[src/rtl/core/image_orientation_address_gen_assert.svh]
// assertion macros for the orientation address generator
`ifndef IMAGE_ORIENTATION_ADDRESS_GEN_ASSERT_SVH
`define IMAGE_ORIENTATION_ADDRESS_GEN_ASSERT_SVH
`ifndef SYNTH
// same-cycle implication, sampled on clk, off during reset
`define IOAG_ASSERT_IMPL(label, ante, cons) \
    label: assert property (@(posedge clk) disable iff (!rst_n) (ante) |-> (cons)) \
        else $error("ioag assertion failed");
// next-cycle implication, sampled on clk, off during reset
`define IOAG_ASSERT_NEXT(label, ante, cons) \
    label: assert property (@(posedge clk) disable iff (!rst_n) (ante) |=> (cons)) \
        else $error("ioag assertion failed");
`else
`define IOAG_ASSERT_IMPL(label, ante, cons)
`define IOAG_ASSERT_NEXT(label, ante, cons)
`endif
`endif

[src/rtl/core/ioag_pkg.sv]
// shared types, constants and helpers for the orientation address generator
`timescale 1ns / 1ps
`default_nettype none
package ioag_pkg;

    localparam int MAX_DIMENSION = 4096;
    localparam int DIM_W         = 13;
    localparam int CNT_W         = $clog2(MAX_DIMENSION);
    localparam int BPP_W         = 3;
    localparam int PIX_W         = 32;
    localparam int IDX_W         = 24;
    localparam int ADDR_W        = 26;
    localparam int PADDR_W       = 5;
    localparam int PDATA_W       = 32;

    localparam logic [DIM_W-1:0] DIM_MAX = DIM_W'(MAX_DIMENSION);

    // register indexes
    localparam logic [2:0] REG_WIDTH     = 3'd0;
    localparam logic [2:0] REG_HEIGHT    = 3'd1;
    localparam logic [2:0] REG_BPP       = 3'd2;
    localparam logic [2:0] REG_CORNER    = 3'd3;
    localparam logic [2:0] REG_TRANSPOSE = 3'd4;

    // where source top-left lands when transpose is off
    localparam logic [1:0] CORNER_UL = 2'd0;
    localparam logic [1:0] CORNER_LL = 2'd1;
    localparam logic [1:0] CORNER_LR = 2'd2;
    localparam logic [1:0] CORNER_UR = 2'd3;

    // effective configuration, already clamped
    typedef struct packed {
        logic [DIM_W-1:0] width;
        logic [DIM_W-1:0] height;
        logic [BPP_W-1:0] bpp;
        logic [1:0]       corner;
        logic             transpose;
    } cfg_t;

    // one word between the index stage and the address stage
    typedef struct packed {
        logic [PIX_W-1:0] pixel;
        logic [IDX_W-1:0] idx;
        logic             last;
    } stage_t;

    function automatic logic [DIM_W-1:0] clamp_dim(input logic [DIM_W-1:0] v);
        logic [DIM_W-1:0] r;
        if (v == '0)
        begin
            r = DIM_W'(1);
        end
        else if (v > DIM_MAX)
        begin
            r = DIM_MAX;
        end
        else
        begin
            r = v;
        end
        return r;
    endfunction

    function automatic logic [BPP_W-1:0] clamp_bpp(input logic [BPP_W-1:0] v);
        logic [BPP_W-1:0] r;
        if (v == '0)
        begin
            r = BPP_W'(1);
        end
        else if (v > BPP_W'(4))
        begin
            r = BPP_W'(4);
        end
        else
        begin
            r = v;
        end
        return r;
    endfunction

    // index times 1..4 by shift and add
    function automatic logic [ADDR_W-1:0] byte_offset(input logic [IDX_W-1:0] idx,
                                                      input logic [BPP_W-1:0] bpp);
        logic [ADDR_W-1:0] x;
        logic [ADDR_W-1:0] r;
        x = ADDR_W'(idx);
        case (bpp)
            BPP_W'(2): r = x << 1;
            BPP_W'(3): r = x + (x << 1);
            BPP_W'(4): r = x << 2;
            default:   r = x;
        endcase
        return r;
    endfunction

endpackage
`default_nettype wire

[src/rtl/core/ioag_cfg.sv]
// register file on the apb port, with clamped values and frame restart
`timescale 1ns / 1ps
`default_nettype none
module ioag_cfg
    import ioag_pkg::*;
(
    input  wire logic               clk,
    input  wire logic               rst_n,
    input  wire logic               psel,
    input  wire logic               penable,
    input  wire logic               pwrite,
    input  wire logic [PADDR_W-1:0] paddr,
    input  wire logic [PDATA_W-1:0] pwdata,
    output logic      [PDATA_W-1:0] prdata,
    output logic                    pready,
    output cfg_t                    cfg,
    output logic                    restart
);

    logic [DIM_W-1:0] width_reg;
    logic [DIM_W-1:0] height_reg;
    logic [BPP_W-1:0] bpp_reg;
    logic [1:0]       corner_reg;
    logic             transpose_reg;
    logic [2:0]       reg_idx;
    logic             wr;

    assign pready  = 1'b1;
    assign reg_idx = paddr[PADDR_W-1:2];
    assign wr      = psel & penable & pwrite;

    always_comb
    begin
        restart = 1'b0;
        case (reg_idx)
            REG_WIDTH, REG_HEIGHT, REG_BPP, REG_CORNER, REG_TRANSPOSE: restart = wr;
            default: restart = 1'b0;
        endcase
    end

    always_ff @(posedge clk or negedge rst_n)
    begin
        if (!rst_n)
        begin
            width_reg     <= DIM_W'(1);
            height_reg    <= DIM_W'(1);
            bpp_reg       <= BPP_W'(4);
            corner_reg    <= CORNER_UL;
            transpose_reg <= 1'b0;
        end
        else if (wr)
        begin
            case (reg_idx)
                REG_WIDTH:     width_reg     <= pwdata[DIM_W-1:0];
                REG_HEIGHT:    height_reg    <= pwdata[DIM_W-1:0];
                REG_BPP:       bpp_reg       <= pwdata[BPP_W-1:0];
                REG_CORNER:    corner_reg    <= pwdata[1:0];
                REG_TRANSPOSE: transpose_reg <= pwdata[0];
                default:       ;
            endcase
        end
    end

    always_comb
    begin
        case (reg_idx)
            REG_WIDTH:     prdata = PDATA_W'(width_reg);
            REG_HEIGHT:    prdata = PDATA_W'(height_reg);
            REG_BPP:       prdata = PDATA_W'(bpp_reg);
            REG_CORNER:    prdata = PDATA_W'(corner_reg);
            REG_TRANSPOSE: prdata = PDATA_W'(transpose_reg);
            default:       prdata = '0;
        endcase
    end

    assign cfg.width     = clamp_dim(width_reg);
    assign cfg.height    = clamp_dim(height_reg);
    assign cfg.bpp       = clamp_bpp(bpp_reg);
    assign cfg.corner    = corner_reg;
    assign cfg.transpose = transpose_reg;

endmodule
`default_nettype wire

[src/rtl/core/ioag_map.sv]
// raster counters and destination index stage
`timescale 1ns / 1ps
`default_nettype none
module ioag_map
    import ioag_pkg::*;
(
    input  wire logic             clk,
    input  wire logic             rst_n,
    input  wire cfg_t             cfg,
    input  wire logic             restart,
    input  wire logic             in_valid,
    output logic                  in_stall,
    input  wire logic [PIX_W-1:0] pixel_value,
    input  wire logic             s2_ready,
    output logic                  s1_valid,
    output stage_t                s1_word
);

    logic [CNT_W-1:0]       col_reg;
    logic [CNT_W-1:0]       row_reg;
    logic                   s1_valid_reg;
    stage_t                 s1_reg;
    logic                   accept;
    logic [DIM_W-1:0]       col_plus;
    logic [DIM_W-1:0]       row_plus;
    logic                   end_row;
    logic                   last;
    logic [CNT_W-1:0]       col_inv;
    logic [CNT_W-1:0]       row_inv;
    logic [CNT_W-1:0]       dst_row;
    logic [CNT_W-1:0]       dst_col;
    logic [DIM_W-1:0]       dst_width;
    logic [CNT_W+DIM_W-1:0] prod;
    logic [IDX_W-1:0]       dest_pointer;

    assign in_stall = s1_valid_reg & ~s2_ready;
    assign accept   = in_valid & ~in_stall;

    assign col_plus = {1'b0, col_reg} + DIM_W'(1);
    assign row_plus = {1'b0, row_reg} + DIM_W'(1);
    assign end_row  = col_plus >= cfg.width;
    assign last     = end_row & (row_plus >= cfg.height);

    // mirrored coordinates
    assign col_inv = CNT_W'(cfg.width - DIM_W'(1) - {1'b0, col_reg});
    assign row_inv = CNT_W'(cfg.height - DIM_W'(1) - {1'b0, row_reg});

    always_comb
    begin
        dst_width = cfg.transpose ? cfg.height : cfg.width;
        if (!cfg.transpose)
        begin
            case (cfg.corner)
                CORNER_UL: begin dst_row = row_reg; dst_col = col_reg; end
                CORNER_LL: begin dst_row = row_inv; dst_col = col_reg; end
                CORNER_LR: begin dst_row = row_inv; dst_col = col_inv; end
                default:   begin dst_row = row_reg; dst_col = col_inv; end
            endcase
        end
        else
        begin
            case (cfg.corner)
                CORNER_UL: begin dst_row = col_inv; dst_col = row_inv; end
                CORNER_LL: begin dst_row = col_reg; dst_col = row_inv; end
                CORNER_LR: begin dst_row = col_reg; dst_col = row_reg; end
                default:   begin dst_row = col_inv; dst_col = row_reg; end
            endcase
        end
    end

    assign prod         = {{DIM_W{1'b0}}, dst_row} * {{CNT_W{1'b0}}, dst_width};
    assign dest_pointer = IDX_W'(prod + (CNT_W + DIM_W)'(dst_col));

    always_ff @(posedge clk or negedge rst_n)
    begin
        if (!rst_n)
        begin
            col_reg      <= '0;
            row_reg      <= '0;
            s1_valid_reg <= 1'b0;
        end
        else
        begin
            if (restart)
            begin
                col_reg <= '0;
                row_reg <= '0;
            end
            else if (accept)
            begin
                if (end_row)
                begin
                    col_reg <= '0;
                    row_reg <= last ? '0 : row_plus[CNT_W-1:0];
                end
                else
                begin
                    col_reg <= col_plus[CNT_W-1:0];
                end
            end
            if (!in_stall)
            begin
                s1_valid_reg <= in_valid;
            end
        end
    end

    always_ff @(posedge clk)
    begin
        if (accept)
        begin
            s1_reg.pixel <= pixel_value;
            s1_reg.idx   <= dest_pointer;
            s1_reg.last  <= last;
        end
    end

    assign s1_valid = s1_valid_reg;
    assign s1_word  = s1_reg;

`include "image_orientation_address_gen_assert.svh"
    `IOAG_ASSERT_IMPL(a_col_in_frame, 1'b1, {1'b0, col_reg} < cfg.width)
    `IOAG_ASSERT_IMPL(a_row_in_frame, 1'b1, {1'b0, row_reg} < cfg.height)
    `IOAG_ASSERT_NEXT(a_wrap_after_last, accept && last, col_reg == '0 && row_reg == '0)

endmodule
`default_nettype wire

[src/rtl/core/ioag_out.sv]
// byte address stage and output register
`timescale 1ns / 1ps
`default_nettype none
module ioag_out
    import ioag_pkg::*;
(
    input  wire logic              clk,
    input  wire logic              rst_n,
    input  wire cfg_t              cfg,
    input  wire logic              s1_valid,
    input  wire stage_t            s1_word,
    output logic                   s2_ready,
    output logic                   out_valid,
    input  wire logic              out_stall,
    output logic [PIX_W-1:0]       pixel_out,
    output logic [IDX_W-1:0]       dest_index,
    output logic [ADDR_W-1:0]      dest_byte_address,
    output logic                   frame_last
);

    logic              out_valid_reg;
    logic [PIX_W-1:0]  pixel_reg;
    logic [IDX_W-1:0]  idx_reg;
    logic [ADDR_W-1:0] addr_reg;
    logic              last_reg;

    assign s2_ready = ~out_valid_reg | ~out_stall;

    always_ff @(posedge clk or negedge rst_n)
    begin
        if (!rst_n)
        begin
            out_valid_reg <= 1'b0;
        end
        else if (s2_ready)
        begin
            out_valid_reg <= s1_valid;
        end
    end

    always_ff @(posedge clk)
    begin
        if (s2_ready && s1_valid)
        begin
            pixel_reg <= s1_word.pixel;
            idx_reg   <= s1_word.idx;
            addr_reg  <= byte_offset(s1_word.idx, cfg.bpp);
            last_reg  <= s1_word.last;
        end
    end

    assign out_valid         = out_valid_reg;
    assign pixel_out         = pixel_reg;
    assign dest_index        = idx_reg;
    assign dest_byte_address = addr_reg;
    assign frame_last        = last_reg;

endmodule
`default_nettype wire

[src/rtl/core/image_orientation_address_gen.sv]
// top level of the image orientation address generator
// Takes source pixels in raster order, one word per clock unless out_stall holds
// the pipe, and gives for each one its destination pixel index and byte address
// under one of eight orientations (corner code 0..3, with or without transpose).
// Throughput is one word per cycle sustained while out_stall is low. Each word
// passes two register stages: the first holds the index multiply (destination
// row times destination width), the second the byte address (index times bytes
// per pixel by shift and add). A write to any mapped register restarts the
// frame at the first pixel; writes to unmapped slots are ignored. Width and
// height of 0 act as 1 and above 4096 act as 4096; bytes per pixel 0 acts as 1
// and above 4 acts as 4.
`timescale 1ns / 1ps
`default_nettype none
module image_orientation_address_gen
    import ioag_pkg::*;
(
    input  wire logic               clk,
    input  wire logic               rst_n,
    // configuration port
    input  wire logic               psel,
    input  wire logic               penable,
    input  wire logic               pwrite,
    input  wire logic [PADDR_W-1:0] paddr,
    input  wire logic [PDATA_W-1:0] pwdata,
    output logic      [PDATA_W-1:0] prdata,
    output logic                    pready,
    // source pixel words
    input  wire logic               in_valid,
    output logic                    in_stall,
    input  wire logic [PIX_W-1:0]   pixel_value,
    // result words
    output logic                    out_valid,
    input  wire logic               out_stall,
    output logic [PIX_W-1:0]        pixel_out,
    output logic [IDX_W-1:0]        dest_index,
    output logic [ADDR_W-1:0]       dest_byte_address,
    output logic                    frame_last
);

    cfg_t   cfg;
    logic   restart;
    logic   s1_valid;
    stage_t s1_word;
    logic   s2_ready;

    // registers, clamping, restart pulse on any write to a mapped register
    ioag_cfg u_cfg (
        .clk     (clk),
        .rst_n   (rst_n),
        .psel    (psel),
        .penable (penable),
        .pwrite  (pwrite),
        .paddr   (paddr),
        .pwdata  (pwdata),
        .prdata  (prdata),
        .pready  (pready),
        .cfg     (cfg),
        .restart (restart)
    );

    // column and row counters, destination index per accepted word
    ioag_map u_map (
        .clk         (clk),
        .rst_n       (rst_n),
        .cfg         (cfg),
        .restart     (restart),
        .in_valid    (in_valid),
        .in_stall    (in_stall),
        .pixel_value (pixel_value),
        .s2_ready    (s2_ready),
        .s1_valid    (s1_valid),
        .s1_word     (s1_word)
    );

    // byte address and the output register
    ioag_out u_out (
        .clk               (clk),
        .rst_n             (rst_n),
        .cfg               (cfg),
        .s1_valid          (s1_valid),
        .s1_word           (s1_word),
        .s2_ready          (s2_ready),
        .out_valid         (out_valid),
        .out_stall         (out_stall),
        .pixel_out         (pixel_out),
        .dest_index        (dest_index),
        .dest_byte_address (dest_byte_address),
        .frame_last        (frame_last)
    );

`include "image_orientation_address_gen_assert.svh"
    // input only backs up when both stages are full
    `IOAG_ASSERT_IMPL(a_stall_only_when_full, in_stall, out_valid && s1_valid)

endmodule
`default_nettype wire

[config.mk]
export PLATFORM = sky130hd
export DESIGN_NAME = image_orientation_address_gen
export DESIGN_NICKNAME = d
export VERILOG_FILES = /design/src/rtl/core/ioag_pkg.sv /design/src/rtl/core/ioag_cfg.sv /design/src/rtl/core/ioag_map.sv /design/src/rtl/core/ioag_out.sv /design/src/rtl/core/image_orientation_address_gen.sv
export VERILOG_INCLUDE_DIRS = /design/src /design/src/rtl/core
export SDC_FILE = /design/constraint.sdc
export NUM_CORES = 1
export LEC_CHECK = 0
export BUFFER_PORTS_ARGS = -buffer_cell sky130_fd_sc_hd__buf_2
export CORE_ASPECT_RATIO = 1.5
export CORE_MARGIN = 2
export CORE_UTILIZATION = 55
export DETAILED_ROUTE_END_ITERATION = 6
export GPL_ROUTABILITY_DRIVEN = 0
export HOLD_SLACK_MARGIN = 0.03
export PLACE_DENSITY = 0.77
export SETUP_SLACK_MARGIN = 0.5
export SKIP_LAST_GASP = 1
export SLEW_MARGIN = 20
export SYNTH_ARGS = -nofsm -noshare
export SYNTH_HDL_FRONTEND = slang
export SYNTH_SLANG_ARGS = --single-unit
[constraint.sdc]
create_clock -name clk -period 13.9 [get_ports clk]
set_clock_uncertainty 0.05 [all_clocks]
set_input_delay 4.17 -clock clk [delete_from_list [all_inputs] [get_ports clk]]
set_output_delay 4.17 -clock clk [all_outputs]
set_load 0.02 [all_outputs]
Word-level counts from Yosys, hierarchy flattened
Index checks and enable logic that the tools add are counted.

cells by class
  add/subtract/negate cells = 8
  $mul = 1
  $lt $le $gt $ge = 5
  equality and inequality tests = 9
  mux-type cells = 23
  bitwise gates (word level) = 10
  reduce and logical (&&, ||, !) cells = 17

operators with widths
  operator                                                                number
  12-bit two-way mux                                                      13
  26-bit one-hot mux with 3 select lines                                  1
  13-bit two-way mux                                                      5
  13-bit one-hot mux with 5 select lines                                  1
  12-bit by 1-bit adder with 13-bit output (second input constant)        2
  24-bit by 25-bit adder with 26-bit output                               1
  13-bit greater-or-equal comparator                                      2
  13-bit greater-than comparator (second input constant)                  2
  13-bit logical NOT                                                      2
  24-bit by 12-bit adder with 24-bit output                               1
  12-bit by 13-bit multiplier with 24-bit output                          1
  12-bit by 1-bit subtractor with 12-bit output (second input constant)   2
  12-bit subtractor                                                       2
  3-bit by 2-bit equality test with 1-bit output (second input constant)  4
  2-bit AND reduction                                                     6
  3-bit equality test (second input constant)                             2
  3-bit logical NOT                                                       2
  3-bit two-way mux                                                       2
  1-bit bitwise AND                                                       5
  5-bit OR reduction                                                      1
  1-bit NOT                                                               4
  2-bit nonzero test                                                      2
  2-bit OR reduction                                                      2
  3-bit by 1-bit equality test with 1-bit output (second input constant)  1
  other kinds (7)                                                         7

storage, ports and cells
  register bits after elaboration = 198
  output and inout port bits = 118
  logic and storage cells = 89

Logic depth before layout (Yosys ltp)
Gate-level depths: netlist (run 1).

  depth in word-level cells = 9
  gate-level depth with buffers = 34

Cells and area by module
A second synthesis (run 1) with hierarchy kept.

second synthesis, totals
  cell total of the unflattened synthesis = 1780
  area total of the unflattened synthesis = 17614.4 sq um

modules (own cells, without submodules)
  module    times used  cells an instance  area an instance (sq um)  seq. area each (sq um)
  ioag_map  1           1169               10961.8                   2337.2
  ioag_out  1           433                4688.2                    2517.4
  ioag_cfg  1           178                1964.4                    804.5

Least setup slack after synthesis (run 1)
OpenSTA, ideal clock, no wires.

  path kind = input to register
  from = input port out_stall
  to = register u_out.addr_reg[0], in the netlist u_out.dest_byte_address[0] (enable)
  arrival = 10.169 ns
  data required time = 13.199 ns
  setup slack = 3.030 ns
  stages = 1
  path buffers = 0
  cell sequence = a21boi_0

on the way
  word-level cells in the longest chain between the ends = 3

RTL lines
  element               line                                 RTL
  start, declared       image_orientation_address_gen.sv:33  input wire logic out_stall,
  1-bit NOT             ioag_out.sv:27                       assign s2_ready = ~out_valid_reg | ~out_stall;
  1-bit bitwise OR      ioag_out.sv:27
  1-bit logical AND     ioag_out.sv:43                       if (s2_ready && s1_valid)
  end signal, assigned  ioag_out.sv:47                       addr_reg <= byte_offset(s1_word.idx, cfg.bpp);
  end, declared         ioag_out.sv:24                       logic [ADDR_W-1:0] addr_reg;

No other way between the ends.
A chain may end at the register's enable or synchronous reset.

Final worst setup path (run 1)
  from = input port paddr[2]
  to = output port prdata[1]

on the way
  word-level cells in the longest chain between the ends = 2
  elaborated cells between the ends (all ways) = 6
  those cells by class = eq/ne (4); mux (1); reduce/logical (1)

RTL lines
  element                                      line                                 RTL
  start, declared                              image_orientation_address_gen.sv:23  input wire logic [PADDR_W-1:0] paddr,
  3-bit equality test (tied with other cells)  ioag_cfg.sv:66                       case (reg_idx)
  13-bit one-hot mux with 5 select lines *     ioag_cfg.sv:66
  end, declared                                image_orientation_address_gen.sv:25  output logic [PDATA_W-1:0] prdata,

Mark *: on every way between the ends. The rest lies on a longest branch, timed or not.

==> metrics.md, run 1 <==
| Metric | Value |
|---|---|
| FILL cells | around 2500 |
| Antenna Cells | 0 |
| Drt total wl | approximately 40 mm |
| # clock sinks | a little under 200 |
| Num CTS Buffers | 17 |
| Largest net degree at the start of global routing | 71 |
| Fmax | 104 MHz |
| Synth unique cells | 72 |
| Leakage | 0.00856 uW |
| Critical-path top delay cell | mux4_2 |
| Chip height | 219 um |
| Stages on worst setup path | 4 |
| Initial drt markers | about 770 |
| Max Cap Violations | 0 |
| Placed Area | about 0.018 sq mm |
| Pwr Total | approximately 4600 uW |
| Critical path arrival | around 5400 ps |
| Non-Filler Cell Area, Final | between 0.015 and 0.02 sq mm |
| Top cell by count, worst path | buf_2 |
| Final Setup Violations | 0 |
| Top cells by area, synth | edfxtp_1 (25%), fa_1 (14%), ha_1 (11%) |
| H-tree depth | 4 |
| YS warnings | 0 |
| Post-Layout Cell Count | 2218 |
| Required time worst endpoint | 9680 ps |
| Cts hold-fix bufs | 0 |
| Fin Hold WS | between 300 and 400 ps |
| Initial antenna violation count | 0 |
| Ports | 194 |
| Reg2reg path depth | 29 |
| Core area | roughly 0.03 sq mm |
| Number of synthesized flops with an enable pin | between 100 and 150 |
| Max Transition Viols Final | 0 |
| Die footprint | around 0.032 sq mm |
| Setup TNS Final | 0 ps |
| Slew HR | 0.267 |
| Synth Flop Type | edfxtp_1 |
| Antenna Nets Post-Route | 0 |
| WL per Instance | between 15 and 20 um |
| DPL Wire Length | 31.2 mm |
| Yosys top cell by area | edfxtp_1 |
| Initial Util | 0.561 |
| Avg Cell Area, Syn | approximately 10 sq um |
| Yosys reg bits | 198 |
| WS Path Type | in -> out |
| Worst skew pair latency | about 470 ps |
| Global-route wire length before repair | roughly 65 mm |
| Clock-pin slew on the worst setup and hold paths | about 70 ps |
| Cells along the critical path | buf_2, mux4_2, nor2b_1, buf_2 |
| Crit path time final | between 9000 and 10000 ps |
| Synth Instances | roughly 1700 |
| Worst vdd ir | ~0.12 mV |
| Postcts setup bufs | 0 |
| Cts repair resizes | 0 |
| DR vias | 12800 |
| Clk root buf | clkbuf_16 |
| Rows | 78 |
| Vias per cell | approximately 5.8 |
| Placed insts | roughly 2200 |
| Final Hold Vio Count | 0 |
| Setup crit end kind | primary output |
| Top Family by Delay on Critical Path | multiplexers |
| Total global routing overflow | 0 |
| Final worst path period share | 0.694 |
| Buf/Inv on CP | 2 |
| Width of the die | ~150 um |
| Worst-margin pin slew | approximately 1100 ps |
| # port buffers | between 150 and 200 |
| Total track usage | 0.255 |
| Startpoint types | primary input |
| Fin nets | 2149 |
| Synthesized area | between 0.015 and 0.02 sq mm |
| Vias in the first global route | ~13000 |
| Critical Path Max Stage Delay | 560 ps |
| Share of the synthesized area in the top cell type | 0.247 |
| Hold Path Class | reg -> reg |
| Layout cells sized above 1 | 0.150 |
| Worst hold path depth | 0 |
| Status | completed |
| Register area share after synthesis | 0.332 |
| TritonRoute pass-1 iters | 5 |
| P per Cell Area | approximately 250 mW/mm^2 |
| DRC Markers | 0 |
| Async SR Flop Fraction | 0.293 |
| RSZ-0062 raised after global routing | no |
| Clk buf depth | 2 |
| CP max FO | 20 |
| Largest register FFs | 57 |
| Area Growth Syn to Fin | 9.83% |
| TritonCTS clock tree | done |
## where the power goes
part,internal (uW),switching (uW),leakage [uW]
sequential,865,144,0.00209
clock,253,239,0.000273
combinational,1310,1840,0.00619
total,2430,2220,0.00856
## through the flow
stage	setup slack, ps	util
after floorplan	3030	-
after global placement	4240	0.597
after detailed placement	4250	0.597
after CTS	4240	0.616
after global routing	4190	0.616
final	4250	0.616
## area by class of cell
| cell class | count | area (sq um) | area share |
|---|---|---|---|
| clock inverter | 13 | 135 | 0.00723 |
| timing repair buffer | 169 | 888 | 0.0475 |
| multi-input combinational | 1174 | 10200 | 0.543 |
| inverter | 245 | 920 | 0.0492 |
| tap | 400 | 500 | 0.0268 |
| sequential | 198 | 5660 | 0.303 |
| clock buffer | 19 | 433 | 0.0232 |
## worst paths after layout
kind / from / slack (ps) / endpoint
max: paddr[2] / 4250 / prdata[1]
min: u_map.s1_word[36] / 370 / u_out.pixel_out[11]
max reg2reg: u_cfg.width_reg[12] / 4970 / u_map.s1_word[24]
min reg2reg: u_map.s1_word[36] / 370 / u_out.pixel_out[11]
max in group asynchronous: rst_n / 9410 / u_cfg.transpose_reg
min in group asynchronous: rst_n / 3830 / u_cfg.width_reg[11]
## Yosys cell counts, drive strengths merged (26+ instances only)
cell type,number
ha,145
inv,243
and2,29
buf,28
nor2,81
xnor2,62
nor3,26
mux2,30
fa,123
o21ai,68
nand2,178
nand3,26
a21oi,66
edfxtp,140
a21o,29
dfrtp,55
mux2i,30
nor2b,36
clkbuf,47
## worst reg2reg max path, delay by kind of cell (launching register included)
kind / cells / cell delay, ps
XOR/XNOR: 2 / 540
adder cells (fa/ha/maj): 7 / 3020
buffers and inverters: 6 / 700
flip-flops: 1 / 420
AND/OR/NAND/NOR: 4 / 820
AO/OA/AOI/OAI: 9 / 2490
multiplexers: 1 / 630
## routing by layer
layer,GRT usage,part of all wire
met4,0.184,0.072
met3,0.0360,0.046
met1,0.268,0.36
met2,0.464,0.52
met5,0,0
## logic make-up (layout without fill, tap and decap cells)
group,after synthesis,count (layout),share of synthesized area
buffers and inverters,320,446,0.0755
multiplexers,82,82,0.0666
other,2,20,0.000441
XOR/XNOR,77,77,0.0404
adder cells (fa/ha/maj),268,268,0.251
flip-flops,198,198,0.332
AO/OA/AOI/OAI,291,291,0.113
AND/OR/NAND/NOR,436,436,0.120
## placed cells by master (no fill, tap or decap), types with 5 or more instances in the layout
master / synthesis / layout
inv_1: 243 / 242
nand2_1: 178 / 178
buf_2: 1 / 152
ha_1: 145 / 145
edfxtp_1: 140 / 140
fa_1: 123 / 123
nor2_1: 81 / 80
a21oi_1: 65 / 65
o21ai_0: 66 / 63
xnor2_1: 62 / 62
dfrtp_1: 55 / 54
nor2b_1: 36 / 36
mux2i_1: 30 / 30
mux2_2: 30 / 30
a21o_1: 29 / 29
nand3_1: 26 / 26
nor3_1: 25 / 25
and2_1: 24 / 24
mux4_2: 22 / 22
conb_1: 2 / 20
nand2b_1: 19 / 19
o22ai_1: 19 / 19
o21a_1: 17 / 17
clkbuf_16: 0 / 17
buf_4: 20 / 17
xor2_1: 14 / 14
a22o_1: 13 / 13
and3_1: 12 / 12
a211oi_1: 12 / 12
or3_1: 11 / 11
o21bai_1: 10 / 10
o211ai_1: 10 / 10
a31oi_1: 10 / 10
o31ai_1: 7 / 7
nand4_1: 6 / 6
and2_4: 5 / 5
inv_6: 0 / 5
Note: power is estimated with default switching activity, not from simulation.
==> run 2: changes to the inputs <==
- ABC_AREA: unset -> 1
- clock period: 13.9 -> 10.1 ns (I/O delays scaled with it)
==> metrics.md, run 2 <==
| Metric | Value |
|---|---|
| Critical-path top delay cell | o311ai_0 |
| Startpoint types | flip-flop |
| Final core occ | 0.613 |
| Leakage | around 0.0091 uW |
| Core area | 0.0311 sq mm |
| # port buffers | 152 |
| Largest family of logic cells by synthesized area | adder cells |
| Fin nets | approximately 2500 |
| Total global routing overflow | 0 |
| Largest net degree at the start of global routing | 68 |
| Setup TNS Final | 0 ps |
| YS warnings | 0 |
| Reg2reg path depth | 34 |
| End of the critical path | u_map.s1_word[24] |
| Area Growth Syn to Fin | 9.74% |
| Clk root buf | clkbuf_16 |
| Width of the die | 149 um |
| Top cells by area, synth | edfxtp_1 (24%), fa_1 (14%), ha_1 (10%) |
| Largest register FFs | 57 |
| Clk buf depth | 2 |
| Worst R2R End | u_map.s1_word[24] |
| Rows | 79 |
| Num CTS Buffers | 17 |
| # clock sinks | a little under 200 |
| Top-count cell post-synth | nand2_1 |
| Final Hold Vio Count | 0 |
| Antenna Cells | 0 |
| Total track usage | 0.271 |
| Fmax | 120 MHz |
| Post-Synth Simple-Gate Area | 0.190 |
| Final worst path period share | 0.826 |
| Critical path arrival | ~8500 ps |
| Initial Util | 0.559 |
| Status | completed |
| Routed wl met3 | about 2.4 mm |
| DRC Markers | 0 |
| Global-route wire length before repair | about 70 mm |
| Async SR Flop Fraction | 0.293 |
| Worst skew pair latency | 460 ps |
| Die footprint | around 0.033 sq mm |
| Drt total wl | approximately 44 mm |
| Ports | ~190 |
| Initial antenna violation count | 0 |
| Cts repair resizes | 0 |
| Crit path time final | roughly 8300 ps |
| Synth top cells by count | nand2_1 (439), inv_1 (335), ha_1 (145) |
| Met2 WL post-DR | around 23 mm |
| CP max FO | 10 |
| Share of the synthesized area in the top cell type | 0.242 |
| Chip height | approximately 220 um |
| Vias in the first global route | between 10000 and 15000 |
| Synthesized area | around 0.017 sq mm |
| Yosys reg bits | 198 |
| Post-Synth XOR/XNOR Area | 0.0272 |
| P per Cell Area | ~380 mW/mm^2 |
| Postcts setup bufs | 0 |
| Register area share after synthesis | 0.325 |
| RSZ-0062 raised after global routing | no |
| Mux contribution to synthesized area | 0 |
| DPL Wire Length | roughly 35 mm |
| TritonCTS clock tree | done |
| Most common cell after layout, fill and taps aside | nand2_1 |
| Fin Hold WS | approximately 370 ps |
| Final Setup Violations | 0 |
| Flop2flop setup slack | roughly 1800 ps |
| Synth Instances | 2046 |
| Yosys top cell by area | edfxtp_1 |
| Clock-pin slew on the worst setup and hold paths | around 80 ps |
| Synth Area in Adders | 0.246 |
| Layout cells sized above 1 | 0.131 |
| Initial drt markers | 1015 |
| Antenna Nets Post-Route | 0 |
| M1 WL | 15.6 mm |
| TritonRoute pass-1 iters | 5 |
| WL per Instance | between 15 and 20 um |
| Worst r2r src | u_cfg.height_reg[2] |
| Hold Path Class | reg -> reg |
| Vias per cell | 5.64 |
| Avg Cell Area, Syn | around 8.5 sq um |
| Top Metal Used | met4 |
| DR vias | ~15000 |
| Setup crit end kind | flip-flop |
| Synth Flop Type | edfxtp_1 |
| H-tree depth | 4 |
| Max Transition Viols Final | 0 |
| Worst vdd ir | about 0.27 mV |
| WS Path Type | reg -> reg |
| Synth unique cells | 56 |
| Critical Path Max Stage Delay | a little under 800 ps |
| Complex-gate fraction of the synthesized area | 0.112 |
| Number of synthesized flops with an enable pin | 140 |
| Worst-margin pin slew | 962 ps |
| Slew HR | 0.356 |
| Most frequent cells in the layout | nand2_1 (439), inv_1 (334), buf_2 (152), ha_1 (145), nor2_1 (144) |
| Max Cap Violations | 0 |
| CP startpoint | u_cfg.height_reg[2] |
| Cts hold-fix bufs | 0 |
| Required time worst endpoint | 10250 ps |
-- run 2: changes by cell type after synthesis, moves of 32 or more --
cell and change:
nand4_1 +32, nor2b_1 -36, nand3_1 +60, nand2_1 +261, nor2_1 +63, inv_1 +92, o21ai_0 +56, xnor2_1 -44
a21oi_1 +52
-- run 2: cell families (layout without fill, tap and decap cells) --
kind of cell | count (synthesis) | count (layout)
simple gates | 764 | 764
buf+inv | 432 | 562
compound gates | 328 | 328
fa+ha+maj | 268 | 268
flops | 198 | 198
xor+xnor | 54 | 54
other cells | 2 | 20
-- run 2: report_power, final --
part / leakage (uW) / internal [uW] / switching, uW / total, uW
registers: 0.00210 / 1250 / 166 / 1410
clock network: 0.000292 / 338 / 363 / 701
logic: 0.00670 / 1900 / 3340 / 5240
total: 0.00910 / 3480 / 3870 / 7350
-- run 2: worst min path at each step --
stage | startpoint | end | slack, ps | cells after the start
global route | u_map.s1_word[55] | u_out.pixel_out[30] | 380 | 0
detailed placement | u_map.s1_word[43] | u_out.pixel_out[18] | 360 | 0
finish | u_map.s1_word[41] | u_out.pixel_out[16] | 370 | 0
floorplan | u_map.s1_word[0] | u_out.frame_last | 350 | 0
global placement | u_map.s1_word[36] | u_out.pixel_out[11] | 350 | 0
CTS | u_map.s1_word[41] | u_out.pixel_out[16] | 370 | 0
-- run 2: area by class of cell --
type / instances / area (sq um)
Multi-Input combinational cell: 1434 / 10100
Fill cell: 2661 / 12000
Tap cell: 405 / 507
Sequential cell: 198 / 5660
Clock buffer: 18 / 429
Inverter: 367 / 1390
Clock inverter: 14 / 170
Timing Repair Buffer: 163 / 843
-- run 2: through the flow --
step / cells / total power (uW) / worst slack [ps] / cell area [sq um]
final: 2599 / 7350 / 1760 / 19100
after global routing: 2599 / 8100 / 1370 / 19100
after CTS: 2599 / 7320 / 1950 / 19100
after detailed placement: 2567 / 6580 / 1990 / 18500
after global placement: 2567 / 6380 / 2050 / 18500
after floorplan: 2064 / 5360 / 2540 / 17500
-- run 2: worst max-delay path, delay by kind of cell, from the launching register on --
kind / cells / cell delay (ps)
adder cells (fa/ha/maj): 7 / 3300
AND/OR/NAND/NOR: 14 / 2110
AO/OA/AOI/OAI: 5 / 1430
buffers and inverters: 7 / 700
flip-flops: 1 / 380
XOR/XNOR: 1 / 120
-- run 2: layer usage --
layer  GRT usage  up-vias
met5           0        -
met1       0.280     6978
met4       0.187        0
li1            -     6890
met3      0.0418      185
met2       0.494      604
